===== config.mk =====
export PLATFORM = sky130hd
export DESIGN_NAME = ahnl_split_stage
export DESIGN_NICKNAME = d
export VERILOG_FILES = /design/src/rtl/ahnl_pkg.sv /design/src/rtl/ahnl_split_stage.sv
export SDC_FILE = /design/constraint.sdc
export NUM_CORES = 1
export LEC_CHECK = 0
export BUFFER_PORTS_ARGS = -buffer_cell sky130_fd_sc_hd__buf_4
export CAP_MARGIN = 15
export CORE_AREA = 4 4 213 215
export DETAILED_ROUTE_END_ITERATION = 10
export DIE_AREA = 0 0 217 219
export SLEW_MARGIN = 10
export SYNTH_ARGS = -nofsm -noshare
export SYNTH_HDL_FRONTEND = slang
export SYNTH_SLANG_ARGS = --single-unit

===== constraint.sdc =====
create_clock -name clk -period 0.8 [get_ports clk]
set_input_delay 0.04 -clock clk [delete_from_list [all_inputs] [get_ports clk]]
set_output_delay 0.04 -clock clk [all_outputs]
set_load 0.01 [all_outputs]

===== src/rtl/ahnl_pkg.sv =====
package ahnl_pkg;

    // tree depth: heap has 2^LEVEL slots
    localparam int LEVEL = 8;
    localparam int NODE_W = LEVEL;
    localparam int COORD_W = 16;
    localparam int INDEX_OUT_W = 8;
    localparam int REG_INDEX_W = 3;
    localparam int REG_DATA_W = 16;

    typedef logic signed [COORD_W-1:0] coord_t;
    typedef logic signed [COORD_W:0] wide_t;
    typedef logic [NODE_W-1:0] node_t;

    typedef enum logic [1:0] {
        AXIS_X,
        AXIS_Y,
        AXIS_Z
    } axis_t;

    typedef enum logic [REG_INDEX_W-1:0] {
        REG_WORLD_MIN_X = 3'd0,
        REG_WORLD_MIN_Y = 3'd1,
        REG_WORLD_MIN_Z = 3'd2,
        REG_WORLD_MAX_X = 3'd3,
        REG_WORLD_MAX_Y = 3'd4,
        REG_WORLD_MAX_Z = 3'd5
    } reg_index_t;

    typedef struct packed {
        coord_t x;
        coord_t y;
        coord_t z;
    } vec_t;

    typedef struct packed {
        vec_t lo;
        vec_t hi;
    } box_t;

    typedef struct packed {
        coord_t query_min_x;
        coord_t query_min_y;
        coord_t query_min_z;
        coord_t query_max_x;
        coord_t query_max_y;
        coord_t query_max_z;
    } query_t;

    typedef struct packed {
        logic [INDEX_OUT_W-1:0] node_index;
        logic                   fits;
    } result_t;

    // state carried down the descent pipeline
    typedef struct packed {
        box_t  query;
        box_t  node_box;
        node_t node;
        logic  fits;
        logic  done;
    } stage_t;

    function automatic logic contains(input box_t nb, input box_t q);
        logic ok;
        ok = (nb.lo.x <= q.lo.x) && (nb.lo.y <= q.lo.y) && (nb.lo.z <= q.lo.z)
          && (nb.hi.x >= q.hi.x) && (nb.hi.y >= q.hi.y) && (nb.hi.z >= q.hi.z);
        return ok;
    endfunction

    function automatic coord_t vec_get(input vec_t v, input axis_t a);
        coord_t r;
        unique case (a)
            AXIS_X:  r = v.x;
            AXIS_Y:  r = v.y;
            AXIS_Z:  r = v.z;
            default: r = v.x;
        endcase
        return r;
    endfunction

    function automatic vec_t vec_set(input vec_t v, input axis_t a, input coord_t c);
        vec_t r;
        r = v;
        unique case (a)
            AXIS_X:  r.x = c;
            AXIS_Y:  r.y = c;
            AXIS_Z:  r.z = c;
            default: r.x = c;
        endcase
        return r;
    endfunction

endpackage


===== src/rtl/ahnl_split_stage.sv =====
module ahnl_split_stage (
    input  logic            clk,
    input  logic            rst_n,
    input  logic            in_valid,
    input  ahnl_pkg::stage_t in_stage,
    output logic            out_valid,
    output ahnl_pkg::stage_t out_stage
);
    import ahnl_pkg::*;

    logic   valid_reg;
    stage_t stage_reg;
    stage_t stage_next;

    wide_t  d_x;
    wide_t  d_y;
    wide_t  d_z;
    axis_t  axis;
    coord_t a_lo;
    coord_t a_hi;
    wide_t  mid_sum;
    coord_t centre;
    box_t   left_box;
    box_t   right_box;

    // signed side lengths pick the split axis, ties to x then y
    always_comb
    begin
        d_x = wide_t'(in_stage.node_box.hi.x) - wide_t'(in_stage.node_box.lo.x);
        d_y = wide_t'(in_stage.node_box.hi.y) - wide_t'(in_stage.node_box.lo.y);
        d_z = wide_t'(in_stage.node_box.hi.z) - wide_t'(in_stage.node_box.lo.z);
        priority if (d_x >= d_y && d_x >= d_z)
            axis = AXIS_X;
        else if (d_y >= d_z)
            axis = AXIS_Y;
        else
            axis = AXIS_Z;
    end

    // floor((lo+hi)/2) via arithmetic shift of the 17-bit sum
    always_comb
    begin
        a_lo    = vec_get(in_stage.node_box.lo, axis);
        a_hi    = vec_get(in_stage.node_box.hi, axis);
        mid_sum = wide_t'(a_lo) + wide_t'(a_hi);
        centre  = mid_sum[COORD_W:1];

        left_box     = in_stage.node_box;
        left_box.hi  = vec_set(in_stage.node_box.hi, axis, centre);
        right_box    = in_stage.node_box;
        right_box.lo = vec_set(in_stage.node_box.lo, axis, centre);
    end

    always_comb
    begin
        stage_next = in_stage;
        if (in_stage.fits && !in_stage.done)
        begin
            priority if (contains(left_box, in_stage.query))
            begin
                stage_next.node     = {in_stage.node[NODE_W-2:0], 1'b0};
                stage_next.node_box = left_box;
            end
            else if (contains(right_box, in_stage.query))
            begin
                stage_next.node     = {in_stage.node[NODE_W-2:0], 1'b1};
                stage_next.node_box = right_box;
            end
            else
            begin
                stage_next.done = 1'b1;
            end
        end
    end

    always_ff @(posedge clk or negedge rst_n)
    begin
        if (!rst_n)
            valid_reg <= 1'b0;
        else
            valid_reg <= in_valid;
    end

    always_ff @(posedge clk)
    begin
        stage_reg <= stage_next;
    end

    assign out_valid = valid_reg;
    assign out_stage = stage_reg;

    // a fitting request always sits in a node box that holds it
    a_fit_contained: assert property (@(posedge clk) disable iff (!rst_n)
        valid_reg && stage_reg.fits |-> contains(stage_reg.node_box, stage_reg.query))
        else $error("node box does not hold the request box");

    a_miss_zero: assert property (@(posedge clk) disable iff (!rst_n)
        valid_reg && !stage_reg.fits |-> stage_reg.node == '0 && stage_reg.done)
        else $error("root miss carries a nonzero node");

    a_done_sticks: assert property (@(posedge clk) disable iff (!rst_n)
        in_valid && in_stage.done |=> stage_reg.done && stage_reg.node == $past(in_stage.node))
        else $error("finished request moved on");

endmodule


; ---- After elaboration in Yosys (flattened, before gate mapping)
; Index checks and enable logic that the tools add are counted.
[op_classes]
n_addsub = 4
order_cmp = 15
eq_ne = 2
n_mux = 16
n_reduce_logical = 14
[ops]
columns = cell, count
row1 = 2-to-1 mux 104 bit, 3
row2 = greater-or-equal comparator 16 bit, 6
row3 = <= comparator 16 bit, 6
row4 = 2-to-1 mux 16 bit, 6
row5 = case mux 16 bit (2 select lines), 2
row6 = greater-or-equal comparator 17 bit, 3
row7 = subtractor 16 x 16 -> 17 bit, 3
row8 = adder 16 x 16 -> 17 bit, 1
row9 = logical AND 1 bit, 12
row10 = 2-to-1 mux 2 bit, 2
row11 = 2-to-1 mux 1 bit, 3
row12 = "== test 2 x 1 -> 1 bit, second input constant", 1
row13 = "== test 2 bit, second input constant", 1
row14 = OR reduction 2 bit, 1
row15 = zero test 1 bit, 1
[totals]
reg_bits = 203
inputBits = 205
output_inout_bits = 203

; ---- Depth between registers and ports, before layout
[depth]
word_depth = 17
mapped_depth = 58
mapped_depth_nobuf = 53

; ---- Worst setup path before layout
; Ideal clock, no wire load.
[synth_timing]
kind = input to register
from = input in_stage[77] (netlist bit)
to = register stage_reg, in the netlist out_stage[103]
setup_time_ps = 121
arrival_time_ps = 9702
required_ps = 679
setup_slack_ps = -9023
stages = 52
path_buffers = 4
path_cell_list = inv_1 > ha_1 > or4_1 > o22ai_2 > o21ai_0 > a21oi_1 > nor2b_1 > o21ai_0 > nand2b_1 > a21oi_1 > o21bai_1 > xor2_1 > inv_1 > ha_1 > nand3_1 > nor3_1 > o41ai_1 > a311o_1 > [... 16 more ...] > o21ai_0 > a21oi_1 > o21bai_1 > xor2_1 > mux2_2 > ha_1 > and4_1 > and3_1 > o21ai_0 > o21ai_1 > mux2_2 > a21oi_1 > a211oi_1 > and4_1 > nor4_1 > nand2_1 > clkbuf_1 > mux2_2
[synth_rtl]
columns = element, line
row1 = start: declaration, ahnl_split_stage.sv:5  ; input ahnl_pkg::stage_t in_stage,
row2 = end signal: assignment, ahnl_split_stage.sv:86  ; stage_reg <= stage_next;
row3 = end: declaration, ahnl_split_stage.sv:12  ; stage_t stage_reg;

==> results.ini <==
[synth]
synth_compound_gate_area_share_pct=21.24
synth_area_leaders=sky130_fd_sc_hd__dfxtp_1 25%, sky130_fd_sc_hd__ha_1 24%, sky130_fd_sc_hd__nand2_1 4.5%, sky130_fd_sc_hd__a21o_1 4.5%, sky130_fd_sc_hd__o21ai_0 4.4%
synthesis.instances=1916
postSynthAreaPerCell_um2=8.278
synth_sequential_area_ratio_pct=25.65
synth_async_sr_flop_share_pct=0.4926
synth-warning-count=0
synth_xor_area_share_pct=2.706
ys_dominant_reg_cell=sky130_fd_sc_hd__dfxtp_1
synth_seq_cells=203
synth_top_family_by_area=adder cells
synthDominantCellAreaShare_pct=25.50
synthesis.nets=2424
netlist_area_mm2=0.01586
synth_top_cell_by_area=sky130_fd_sc_hd__dfxtp_1
synth_simple_gate_area_share_pct=14.67
synth_fa_ha_area_share_pct=24.31
synth_edf_count=0
post_synth_num_cell_types=67
yosys-mux-area-fraction_pct=5.704

[setup_path]
worstSetupStartpointType=input pin
timing.critical_path.arrival_ns=9.09
critical_path.slowest_cell=sky130_fd_sc_hd__mux2i_1
crit_fanout=5
cp_data_required_time_ns=1.23
critical_path.max_stage_delay_ns=0.36
cpMostUsedCell=sky130_fd_sc_hd__a21oi_2
end_kind=flop
timing_worst_setup_path_type=in -> reg

[floorplanning]
starting_density_pct=36.26
fp.dieArea_mm2=0.04752
die_w_um=217
floorplan.die.height_um=219
boundary_pins=408
std_cell_rows=77
floorplan.core_area_mm2=0.04374

[final_layout]
final_core_util_pct=69.50
layout_commonest_cell=sky130_fd_sc_hd__buf_4
stdcell_area_mm2=0.03040
num_antenna_cells=0
nets=3688
number_of_standard_cells_in_the_layout_taps_in_and_fillers_out=3789
layout-area-overhead-vs-synth_pct=91.68
layout.cells.most_common_list=823 x sky130_fd_sc_hd__buf_4, 277 x sky130_fd_sc_hd__ha_1, 237 x sky130_fd_sc_hd__buf_6
fraction_of_layout_cells_with_a_size_suffix_above_1_pct=51.33

[clock_network]
clk_path_buf_depth=3
library_cell_used_as_clock_root_buffer=sky130_fd_sc_hd__clkbuf_16
tritoncts=done
cts-buffers-inserted=24
worst_setup_hold_path_clk_slew_ns=0.06
cts.sink_count=203
clock_tree.htree_level_count=1

[run_status]
outcome=finished, violations left
failed_checks=negative hold slack, negative setup slack

[grt]
grt_usage_pct=33.68
wire_length_of_the_first_global_routing_pass_mm=121.6
grt_max_degree=26
initial_antenna_violation_count=2
global_route.overflow_total=0
grt_pass1_vias=19930

[drt]
drt_pre_antenna_iters=7
drt_first_iter_violations=1359
antenna_violating_nets_post_route=0
routed-via-count=19950
detail_route.wl_per_cell_um=23.11
post_route_drc_violation_count=0
wl_mm=87.58
viasPerCell=5.266

[place]
gpl_wtd_cong=1.011
dpl-instance-area_mm2=0.02435
pre_cts_slack_ns=-9.081
placement.io_buffers=407
dp.cells=3462
dp_wirelength_mm=68.68

[run]
drv_cap=0

[sta]
hold_ws_ns=-0.02428
number_of_hold_violations_in_the_final_report=3
finalMaxSlewViolations=0
fin_crit_sh_pct=1082
setup-violations-final=308
timing.final.crit_period_ns=8.659
rsz0062_at_grt=yes
maxClockFrequency_ghz=0.1155
tightest_slew_ns=0.8327
relative_slew_slack_pct=44.01
post-route-worst-setup-slack_ns=-7.859

[min_path]
holdCritPathClass=in -> reg

[pwr]
p_leak_nw=15.34
max-vdd-ir-drop_v=0.002809
cellPowerDensity_mw_per_mm2=3364

[final timing paths]
path                               from             to  cells after the start
max                        in_stage[10]  out_stage[73]                     50
min in group asynchronous         rst_n      out_valid                      3
max in group asynchronous         rst_n      out_valid                      3
min                        in_stage[69]  out_stage[69]                      5
[critical path, delay by kind of cell]
kind,cells,cell delay (ns)
AOI/OAI and AO/OA,19,2.77
adders and majority gates,8,2.13
buffers and inverters,10,1.32
muxes,4,1.25
and+or+nand+nor,7,1.13
xor gates and xnor gates,2,0.46
[metrics by stage]
stage               hold slack, ns  setup TNS, ns  total power, mW
floorplan                  -0.2556        -818.58            40.82
global placement           -0.1831        -920.46            76.39
detailed placement         -0.1836        -932.45            77.03
CTS                       -0.06318        -876.80            93.99
global route              -0.01087        -897.74            107.2
finish                    -0.02428        -859.79            102.3
[power breakdown]
part	switching, mW	total [mW]	internal, mW
Combinational	41.5	79.1	37.6
Clock	4.83	11.9	7.09
Sequential	0.366	11.2	10.9
[cell type report]
class | count | area, um2
Tap cell | 592 | 740.7
Sequential cell | 203 | 4320
Fill cell | 3505 | 13340
Inverter | 188 | 739.5
Multi-Input combinational cell | 1477 | 12460
Clock inverter | 11 | 172.7
Clock buffer | 32 | 660.6
Timing Repair Buffer | 1286 | 11300
[state kept, by name (all words and copies together) (netlist names)]
name and flops:
out_valid 1, out_stage 202
[synth_stat cells, types with 21 or more instances]
library cell / instances
sky130_fd_sc_hd__ha_1: 299
sky130_fd_sc_hd__dfxtp_1: 202
sky130_fd_sc_hd__nand2_1: 192
sky130_fd_sc_hd__inv_1: 188
sky130_fd_sc_hd__o21ai_0: 141
sky130_fd_sc_hd__a21oi_1: 139
sky130_fd_sc_hd__nor2_1: 110
sky130_fd_sc_hd__a21o_1: 95
sky130_fd_sc_hd__mux2_2: 59
sky130_fd_sc_hd__nand4_1: 44
sky130_fd_sc_hd__clkbuf_1: 43
sky130_fd_sc_hd__o21a_1: 41
sky130_fd_sc_hd__nor2b_1: 33
sky130_fd_sc_hd__xnor2_1: 28
sky130_fd_sc_hd__nand3_1: 26
sky130_fd_sc_hd__o21ai_1: 25
sky130_fd_sc_hd__mux2i_1: 24
sky130_fd_sc_hd__nand2b_1: 22
sky130_fd_sc_hd__xor2_1: 21
[cells by family (layout without fill, tap and decap cells)]
kind of cell	Yosys count	in the layout
compound gates	539	539
simple gates	496	500
fa+ha+maj	306	306
buf+inv	240	1517
flops	203	203
mux	83	83
xor+xnor	49	49
[metal layers]
layer,vias up,track usage [%],wire length [um]
met5,-,0,0
met2,855,57.10,41230
met1,9556,43.11,36170
li1,9339,-,-
met4,0,12.74,3967
met3,202,5.525,6205
[what timing repair did]
item	in CTS	in global routing
setup buffers	46	38
cloned	2	3
hold buffers	200	4
endpoints found under the hold margin	202	5
endpoints found under the setup margin	308	308
gates resized for setup	164	600
pin swaps	69	124
Note: power is estimated with default switching activity, not from simulation.
